==> config.mk <==
export PLATFORM = sky130hd
export DESIGN_NAME = bit_rate_octet_encoder_core
export DESIGN_NICKNAME = d
export VERILOG_FILES = /design/src/hw/rtl/broe_pkg.sv /design/src/hw/rtl/broe_encode.sv /design/src/hw/rtl/broe_group_len.sv /design/src/hw/rtl/bit_rate_octet_encoder_core.sv
export SDC_FILE = /design/constraint.sdc
export NUM_CORES = 1
export LEC_CHECK = 0
export BUFFER_PORTS_ARGS = -buffer_cell sky130_fd_sc_hd__buf_2
export CORE_ASPECT_RATIO = 1.4
export CORE_MARGIN = 1.5
export CORE_UTILIZATION = 30
export CTS_BUF_LIST = sky130_fd_sc_hd__clkbuf_8
export DETAILED_ROUTE_END_ITERATION = 16
export PLACE_DENSITY_LB_ADDON = 0.25
export SYNTH_ARGS = -nofsm -noshare
export SYNTH_HDL_FRONTEND = slang
export SYNTH_SLANG_ARGS = --single-unit
==> constraint.sdc <==
create_clock -name clk_i -period 7.45 [get_ports clk_i]
set_input_delay 1.1175 -clock clk_i [delete_from_list [all_inputs] [get_ports clk_i]]
set_output_delay 1.1175 -clock clk_i [all_outputs]
set_load 0.005 [all_outputs]
==> src/hw/rtl/broe_pkg.sv <==
package broe_pkg;

  localparam int unsigned RateW   = 64;
  localparam int unsigned KbpsW   = RateW - 10;
  localparam int unsigned RemW    = 18;
  localparam int unsigned OctetW  = 8;
  localparam int unsigned CountW  = 2;
  localparam int unsigned LenW    = 4;
  localparam int unsigned InDataW = 64;
  localparam int unsigned OutDataW = 32;

  // element kinds carried on the input tuser bit
  localparam logic KindAggregate = 1'b0;
  localparam logic KindBearer    = 1'b1;

  localparam logic [KbpsW-1:0] KbHighLimit = KbpsW'(65200 * 1024);

  // range bounds in kbps on the remainder below 256*1024
  localparam logic [RemW-1:0] RemStep8Lo    = RemW'(64);
  localparam logic [RemW-1:0] RemStep8Hi    = RemW'(568);
  localparam logic [RemW-1:0] RemStep64Lo   = RemW'(576);
  localparam logic [RemW-1:0] RemStep64Hi   = RemW'(8640);
  localparam logic [RemW-1:0] RemStep100Lo  = RemW'(8700);
  localparam logic [RemW-1:0] RemStep100Hi  = RemW'(16000);
  localparam logic [RemW-1:0] RemStep100Off = RemW'(8600);
  localparam logic [RemW-1:0] RemStep1kLo   = RemW'(17 * 1024);
  localparam logic [RemW-1:0] RemStep1kHi   = RemW'(128 * 1024);
  localparam logic [RemW-1:0] RemStep1kOff  = RemW'(16 * 1024);
  localparam logic [RemW-1:0] RemStep2kLo   = RemW'(130 * 1024);
  localparam logic [RemW-1:0] RemStep2kOff  = RemW'(128 * 1024);

  // floor(x / 100) = (x * 5243) >> 19 for x below 8192
  localparam logic [12:0] Div100Mul   = 13'd5243;
  localparam int unsigned Div100Shift = 19;

  localparam logic [OctetW-1:0] OctZero     = 8'hFF;
  localparam logic [OctetW-1:0] OctBase8    = 8'b0100_0000;
  localparam logic [OctetW-1:0] OctBaseTop8 = 8'b0111_1111;
  localparam logic [OctetW-1:0] OctBase64   = 8'b1000_0000;
  localparam logic [OctetW-1:0] OctBaseExt  = 8'b1111_1110;
  localparam logic [OctetW-1:0] OctExt1k    = 8'b0100_1010;
  localparam logic [OctetW-1:0] OctExt2k    = 8'b1011_1010;
  localparam logic [OctetW-1:0] OctHighSat  = 8'hFE;

  typedef struct packed {
    logic [OctetW-1:0] rate_octet;
    logic [OctetW-1:0] extension_octet;
    logic [OctetW-1:0] high_extension_octet;
    logic [CountW-1:0] octet_count;
  } broe_octets_t;

endpackage

==> src/hw/rtl/broe_encode.sv <==
module broe_encode
  import broe_pkg::*;
(
  input  logic [KbpsW-1:0] kbps_i,
  input  logic             req_type_i,
  output broe_octets_t     octets_o
);

  logic              high_used;
  logic [RemW-1:0]   rem;
  logic [9:0]        t8;
  logic [13:0]       t64;
  logic [12:0]       t100;
  logic [25:0]       prod100;
  logic [RemW-1:0]   t1k;
  logic [RemW-1:0]   t2k;
  logic [CountW-1:0] low_count;

  assign high_used = |kbps_i[KbpsW-1:RemW];
  assign rem       = kbps_i[RemW-1:0];

  assign t8      = rem[9:0] - 10'(RemStep8Lo);
  assign t64     = rem[13:0] - 14'(RemStep64Lo);
  assign t100    = 13'(rem[13:0] - 14'(RemStep100Off));
  assign prod100 = 26'(t100) * 26'(Div100Mul);
  assign t1k     = rem - RemStep1kOff;
  assign t2k     = rem - RemStep2kOff;

  always_comb begin
    octets_o = '0;
    low_count = 2'd1;
    if (rem == '0) begin
      low_count = 2'd0;
    end else if (rem < RemStep8Lo) begin
      octets_o.rate_octet = rem[7:0];
    end else if (rem <= RemStep8Hi) begin
      octets_o.rate_octet = 8'(t8[9:3]) + OctBase8;
    end else if (rem < RemStep64Lo) begin
      octets_o.rate_octet = OctBaseTop8;
    end else if (rem <= RemStep64Hi) begin
      octets_o.rate_octet = t64[13:6] + OctBase64;
    end else if (rem < RemStep100Lo) begin
      octets_o.rate_octet = OctBaseExt;
    end else begin
      low_count = 2'd2;
      octets_o.rate_octet = OctBaseExt;
      if (rem <= RemStep100Hi) begin
        octets_o.extension_octet = 8'(prod100[Div100Shift +: 7]);
      end else if (rem < RemStep1kLo) begin
        octets_o.extension_octet = OctExt1k;
      end else if (rem <= RemStep1kHi) begin
        octets_o.extension_octet = t1k[17:10] + OctExt1k;
      end else if (rem < RemStep2kLo) begin
        octets_o.extension_octet = OctExt2k;
      end else begin
        octets_o.extension_octet = 8'(t2k[17:11]) + OctExt2k;
      end
    end

    if (high_used) begin
      octets_o.octet_count = 2'd3;
      octets_o.high_extension_octet =
        (kbps_i > KbHighLimit) ? OctHighSat : kbps_i[25:18];
    end else if (kbps_i == '0) begin
      // zero kbps: marker octet for aggregate, nothing for bearer
      octets_o = '0;
      if (req_type_i == KindAggregate) begin
        octets_o.rate_octet  = OctZero;
        octets_o.octet_count = 2'd1;
      end
    end else begin
      octets_o.octet_count = low_count;
    end
  end

endmodule

==> src/hw/rtl/broe_group_len.sv <==
module broe_group_len
  import broe_pkg::*;
(
  input  logic              clk_i,
  input  logic              rst_ni,
  input  logic              advance_i,
  input  logic [CountW-1:0] octet_count_i,
  input  logic              req_type_i,
  input  logic              last_i,
  output logic [LenW-1:0]   element_length_o
);

  logic [CountW-1:0] max_q, max_d;
  logic [CountW-1:0] max_new;

  assign max_new = (octet_count_i > max_q) ? octet_count_i : max_q;

  always_comb begin
    element_length_o = '0;
    if (last_i) begin
      element_length_o = (req_type_i == KindBearer) ?
        LenW'({max_new, 2'b01}) : LenW'({max_new, 1'b0});
    end
    max_d = max_q;
    if (advance_i) begin
      max_d = last_i ? '0 : max_new;
    end
  end

  always_ff @(posedge clk_i or negedge rst_ni) begin
    if (!rst_ni) begin
      max_q <= '0;
    end else begin
      max_q <= max_d;
    end
  end

  // group closes: maximum starts over
  assert property (@(posedge clk_i) disable iff (!rst_ni)
    (advance_i && last_i) |=> (max_q == '0))
    else $error("group maximum not cleared after last beat");

  // maximum never falls inside a group
  assert property (@(posedge clk_i) disable iff (!rst_ni)
    (advance_i && !last_i) |=> (max_q >= $past(max_q)))
    else $error("group maximum decreased within a group");

  assert property (@(posedge clk_i) disable iff (!rst_ni)
    (advance_i && last_i && req_type_i == KindBearer) |-> element_length_o[0])
    else $error("bearer element length must be odd");

endmodule

==> src/hw/rtl/bit_rate_octet_encoder_core.sv <==
// Bit rate octet encoder.
// Input stream (s_axis): one rate per beat. tdata carries the rate in bits
// per second, tuser selects the element kind (0 aggregate, 1 bearer) and
// tlast marks the last rate of an element's group.
// Output stream (m_axis): one result per input beat, in order. tdata carries
// the base, extended and second extended rate octets, the octet count and the
// element length; tlast repeats the input tlast and flags the length as valid.
// Rates are floored to kbps and encoded piecewise; a running maximum of the
// octet count over the group yields the length on the last beat, then clears.
// Path: an accepted beat is held in the input register, then in the result
// register that drives m_axis.
// Throughput: one beat per cycle unless the receiver stalls; encoding and the
// group maximum both settle in the single logic stage between the two registers.
// Reset empties both registers and clears the group maximum.
// When the receiver stalls, the result register holds and the input register
// still takes one more beat; s_axis_tready drops once both are full.
module bit_rate_octet_encoder_core
  import broe_pkg::*;
(
  input  logic                clk_i,
  input  logic                rst_ni,
  input  logic                s_axis_tvalid,
  output logic                s_axis_tready,
  input  logic [InDataW-1:0]  s_axis_tdata,  // [63:0] rate_bps
  input  logic                s_axis_tuser,  // [0] req_type
  input  logic                s_axis_tlast,  // last_rate
  output logic                m_axis_tvalid,
  input  logic                m_axis_tready,
  output logic [OutDataW-1:0] m_axis_tdata,  // [7:0] rate_octet, [15:8] extension_octet,
                                             // [23:16] high_extension_octet,
                                             // [25:24] octet_count, [29:26] element_length
  output logic                m_axis_tlast   // length_valid
);

  logic             in_v_q, in_v_d;
  logic [KbpsW-1:0] kbps_q;
  logic             type_q;
  logic             last_q;

  logic                out_v_q, out_v_d;
  logic [OutDataW-1:0] out_data_q;
  logic                out_last_q;

  logic         out_free;
  logic         advance;
  logic         take;
  broe_octets_t octets;
  logic [LenW-1:0] elem_len;

  assign out_free      = !out_v_q || m_axis_tready;
  assign advance       = in_v_q && out_free;
  assign s_axis_tready = !in_v_q || out_free;
  assign take          = s_axis_tvalid && s_axis_tready;

  always_comb begin
    in_v_d = in_v_q;
    if (take) begin
      in_v_d = 1'b1;
    end else if (advance) begin
      in_v_d = 1'b0;
    end
    out_v_d = out_v_q;
    if (advance) begin
      out_v_d = 1'b1;
    end else if (m_axis_tready) begin
      out_v_d = 1'b0;
    end
  end

  always_ff @(posedge clk_i or negedge rst_ni) begin
    if (!rst_ni) begin
      in_v_q  <= 1'b0;
      out_v_q <= 1'b0;
    end else begin
      in_v_q  <= in_v_d;
      out_v_q <= out_v_d;
    end
  end

  always_ff @(posedge clk_i) begin
    if (take) begin
      kbps_q <= s_axis_tdata[RateW-1:10];
      type_q <= s_axis_tuser;
      last_q <= s_axis_tlast;
    end
    if (advance) begin
      out_data_q <= {2'b00, elem_len, octets.octet_count, octets.high_extension_octet,
                     octets.extension_octet, octets.rate_octet};
      out_last_q <= last_q;
    end
  end

  broe_encode u_encode (
    .kbps_i     (kbps_q),
    .req_type_i (type_q),
    .octets_o   (octets)
  );

  broe_group_len u_group_len (
    .clk_i            (clk_i),
    .rst_ni           (rst_ni),
    .advance_i        (advance),
    .octet_count_i    (octets.octet_count),
    .req_type_i       (type_q),
    .last_i           (last_q),
    .element_length_o (elem_len)
  );

  assign m_axis_tvalid = out_v_q;
  assign m_axis_tdata  = out_data_q;
  assign m_axis_tlast  = out_last_q;

  assert property (@(posedge clk_i) disable iff (!rst_ni)
    (m_axis_tvalid && !m_axis_tlast) |-> (m_axis_tdata[29:26] == '0))
    else $error("element length set on a beat that is not last");

  assert property (@(posedge clk_i) disable iff (!rst_ni)
    (m_axis_tvalid && m_axis_tdata[25:24] == 2'd0) |-> (m_axis_tdata[23:0] == '0))
    else $error("octets present with zero octet count");

  assert property (@(posedge clk_i) disable iff (!rst_ni)
    (m_axis_tvalid && m_axis_tdata[23:16] != '0) |-> (m_axis_tdata[25:24] == 2'd3))
    else $error("second extended octet used without count of three");

  assert property (@(posedge clk_i) disable iff (!rst_ni)
    (in_v_q && !out_free) |=> (in_v_q && $stable(kbps_q)))
    else $error("staged rate lost while output stalled");

endmodule
# After elaboration in Yosys (flattened, before gate mapping)
# Cells that the tools add are included.
# totals
out_inout_bits	35
inputBits	70
register_bits	91
# op_classes
n_bitwise	1
addsub	9
reduce_logical	13
mul	1
order_cmp	11
muxes	34
# ops
cell	count
2-to-1 mux 8 bit	15
greater-than comparator 54 x 26 -> 1 bit, second input constant	1
zero test 54 bit	1
less-or-equal comparator 18 x 14 -> 1 bit, second input constant	2
OR reduction 36 bit	1
2-to-1 mux 16 bit	2
multiplier 13 x 13 -> 26 bit, second input constant	1
2-to-1 mux 24 bit	1
less-or-equal comparator 18 x 10 -> 1 bit, second input constant	1
less-or-equal comparator 18 bit, second input constant	1
zero test 18 bit	1
< comparator 18 x 10 -> 1 bit, second input constant	1
< comparator 18 x 14 -> 1 bit, second input constant	1
< comparator 18 x 15 -> 1 bit, second input constant	1
< comparator 18 bit, second input constant	1
< comparator 18 x 7 -> 1 bit, second input constant	1
2-to-1 mux 2 bit	9
subtractor 18 x 15 -> 18 bit, second input constant	1
subtractor 18 bit, second input constant	1
subtractor 14 x 10 -> 14 bit, second input constant	1
subtractor 13 x 9 -> 13 bit, second input constant	1
2-to-1 mux 10 bit	1
subtractor 10 x 7 -> 10 bit, second input constant	1
adder 7 x 7 -> 8 bit, second input constant	1
other kinds (13)	21

# Depth between registers and ports, before layout
# logic_depth
depth_word	17
ltp_mapped	24
depth_no_buf	24

# Hierarchy
# From an unflattened synthesis, not the netlist that was laid out.
# unflattened
cells_unflattened	715
area_unflattened_um2	7837.5
# modules_own_cells
module	cells_each	n_inst	seq_area_each_um2	area_per_inst_um2
broe_encode	589	1	0.0	4888.4
bit_rate_octet_encoder_core	98	1	2662.6	2735.1
broe_group_len	28	1	50.0	214.0

# Worst setup path after synthesis
# Ideal clock, no wire load.
# synth_timing
kind	reg-to-reg
from	reg kbps_q[3]
to	reg out_data_q[14], in the netlist m_axis_tdata[14], data pin
t_arrival_ns	5.503
period_less_slack_ns	5.770
stages_incl_launch_ff	23
setup_time_ns	0.267
path_slack_ns	1.680
cell_sequence	edfxtp_1 > ha_1 > or3_1 > xnor2_1 > xor2_1 > ha_1 > a21o_1 > ha_1 > inv_1 > fa_1 > inv_1 > fa_1 > inv_1 > fa_1 > inv_1 > ha_1 > nand4_1 > o31ai_1 > o41ai_1 > a31oi_1 > a31oi_1 > nor4b_1 > nor4_1
# synth_lines
item	line_no	source
from (decl)	bit_rate_octet_encoder_core.sv:36	logic [KbpsW-1:0] kbps_q;
from (signal assigned)	bit_rate_octet_encoder_core.sv:82	kbps_q <= s_axis_tdata[RateW-1:10];
to (signal assigned)	bit_rate_octet_encoder_core.sv:87	out_data_q <= {2'b00, elem_len, octets.octet_count, octets.high_extension_octet,
to (decl)	bit_rate_octet_encoder_core.sv:41	logic [OutDataW-1:0] out_data_q;

==> impl_results.md <==
- Largest cells by area after synthesis: edfxtp_1, ha_1, fa_1
- Largest buffer count on any clock path: 2
- Synth-to-Final Area Change: 13.09%
- Worst EP required: 7620 ps
- Post-synthesis async set-or-reset flop share: 4.396%
- Die height: 191.9 um
- Worst hold path class: register to register
- Reg clk slew, reported paths: 100 ps
- Initial Util: 30.77%
- Die area: 26460 um^2
- Clock Skew: 11.81 ps
- Cells after synthesis: 698
- Post-synthesis mux area share: 0.6547%
- Register area share after synthesis: 35.48%
- Pwr dens: 358.0 nW/um^2
- Post-CTS setup buffers: 0
- Fmax: 0.1504 GHz
- Final net count: 1032
- # hold bufs at CTS: 0
- Hold slack: 509.7 ps
- Crit path max fanout: 6
- Total wire length: 17340 um
- Resized Gates After CTS: 0
- Global placement routability congestion: 0.8289
- Via density: 4.669
- Flops & latches, synth: 91
- CP Launch Type: register
- Initial antenna violation count: 0
- Total CTS buffers: 9
- Crit path DAT: 6820 ps
- Main combinational cell family by area after synthesis: adder cells
- Number of enable flip-flop cells after synthesis: 87
- Main synth FF type: edfxtp_1
- Number of max-cap violations: 0
- Synth warn: 0
- RSZ-0062 raised after global routing: false
- First-pass GRT wire length: 27280 um
- Max_slew headroom: 41.08%
- Measured slew at the worst slew-check pin: 877.9 ps
- Antenna cells: 0
- Critical Path Sink Type: register
- DR vias: 5215
- Area leader, netlist: edfxtp_1
- Average size of a mapped cell: 10.95 um^2
- Layout cells sized above 1: 16.08%
- Residual DRC: 0
- Rows: 68
- Remaining global-route overflow: 0
- H-tree depth: 3
- Total Power: 0.003095 W
- Max VDD drop: 0.0002127 V
- Core area: 24840 um^2
- Sink Count: 91
- CTS tree: yes
- I/O Buffers: 92
- Synth Cell Area: 7645 um^2
- Compound-cell area share of the yosys netlist: 10.08%
- Placed wire-length estimate: 14380 um
- Top-area cell type share of the netlist area: 34.17%
- Die Wd: 137.9 um
- DRT iter0 DRCs: 280
- Drt wl/cell: 15.52 um
- Clock root buffer: clkbuf_8
- Distinct cell type count after synthesis: 58
- XOR/XNOR share of the synthesized area: 4.354%
- Total global-route track usage: 13.64%
- Simple-gate share of the synthesized area: 9.591%
- Tmin final: 6650 ps
- Largest net degree at the start of global routing: 57
- WS Path Type: register to register
- Final Cycle Share: 89.26%
- Min-Delay Path Depth: 1
- Post-DRT Antenna Nets: 0
- Fillers: 2560
- Reg2reg path depth: 21
- Fin. max-slew vios: 0
- Final setup fails: 0
- Outcome: finished clean
- Leakage Power: 3.856 nW
- I/O pins: 105
- Fin. Hold Viols: 0
- TNS Setup: 0 ps
- Vias in the first global route: 5462
- Adder-cell share of the synthesized area: 31.91%
- Clock Latency Late Sink: 370 ps
- Drt pass-1 iters: 4
## cell usage in the layout (no fill, tap or decap), drive strengths merged, types with 3 or more instances in the layout
cell type and n:
inv 135, o21ai 26, a21o 9, clkbuf 9
a211o 10, a21oi 27, mux2i 5, or3 11
nand4 12, fa 50, edfxtp 87, nor4 11
ha 115, nand2b 10, xor2 11, nor3 5
xnor2 27, nand3 14, o41ai 3, a221oi 5
o21bai 4, a211oi 8, buf 102, nor2b 6
and2 4, o211a 3, dfrtp 4, nor2 29
o22ai 7, nor3b 3, nand2 22
## layer usage
metal,vias to the layer above,GRT usage [%],wire length (um)
met3,27,2.323,622
met5,-,0,0
met1,2460,14.27,6639
li1,2611,-,-
met2,117,26.18,9529
met4,0,5.769,546
## Yosys cell counts (all sizes together) (10+ instances only)
master,count
nand3,14
ha,115
or3,11
a21oi,27
nand2b,10
nand4,12
nor2,29
xor2,11
fa,50
o21ai,26
xnor2,27
inv,131
nor4,11
a211o,10
edfxtp,87
nand2,22
## state kept, by name, indices dropped and copies added, names as in the netlist
| signal | flops |
|---|---|
| m_axis_tlast | 1 |
| kbps_q | 54 |
| type_q | 1 |
| m_axis_tvalid | 1 |
| m_axis_tdata | 30 |
| u_group_len.max_q | 2 |
| in_v_q | 1 |
| last_q | 1 |
## path summary, 6_finish.rpt
path,start,end,slack (ps)
min in group asynchronous,rst_ni,u_group_len.max_q[1]$_DFFE_PN0P_,540
setup / recovery,kbps_q[3]$_DFFE_PP_,m_axis_tdata[14]$_DFFE_PP_,800
max in group asynchronous,rst_ni,u_group_len.max_q[0]$_DFFE_PN0P_,6790
hold reg to reg,in_v_q$_DFFE_PN0P_,m_axis_tvalid$_DFFE_PN0P_,510
setup reg to reg,kbps_q[3]$_DFFE_PP_,m_axis_tdata[14]$_DFFE_PP_,800
hold / removal,in_v_q$_DFFE_PN0P_,m_axis_tvalid$_DFFE_PN0P_,510
## where the power goes
| part | total, W | switching (W) | leakage (nW) | internal, W |
|---|---|---|---|---|
| clock | 0.000309 | 0.000185 | 0.0894 | 0.000124 |
| combinational | 0.00216 | 0.00128 | 2.93 | 0.000881 |
| sequential | 0.000627 | 0.0000235 | 0.838 | 0.000603 |
## logic make-up after synthesis
group / Yosys count
multiplexers: 5
AO/OA/AOI/OAI: 115
adder cells (fa/ha/maj): 165
other: 1
flip-flops: 91
buffers and inverters: 146
AND/OR/NAND/NOR: 137
XOR/XNOR: 38
## critical path: stages (launching register included)
cell      delay (ps)
edfxtp_1         400
ha_1             280
or3_1            360
nand3_1          140
nand2_1           80
xnor2_1          350
inv_1            240
ha_1             380
fa_1             570
fa_1             460
fa_1             490
inv_1             50
fa_1             520
inv_1             40
ha_1             310
nand4_1          130
o31ai_1          250
o41ai_1          190
a31oi_1          400
a31oi_1          240
and4b_1          240
nor4_1           300
## layout make-up
cell class,instances,area [um^2],area share [%]
flip-flops and latches,91,2713,31.37
repair buffers,102,535.5,6.194
multi-input cells,462,4335,50.14
clock inverters,7,52.55,0.6078
clock buffers,9,123.9,1.433
inverters,131,491.7,5.687
well taps,315,394.1,4.559
## per-stage QoR
stage | instance area, um^2 | utilization [%] | setup WS (ps) | instances
final | 8646 | 34.80 | 799.9 | 1117
after global placement | 8469 | 34.09 | 801.9 | 1101
after detailed placement | 8469 | 34.09 | 749.8 | 1101
after floorplan | 7649 | - | 1680 | 699
after global routing | 8646 | 34.80 | 435.8 | 1117
after CTS | 8646 | 34.80 | 700.8 | 1117
Note: power is estimated with default switching activity, not from simulation.
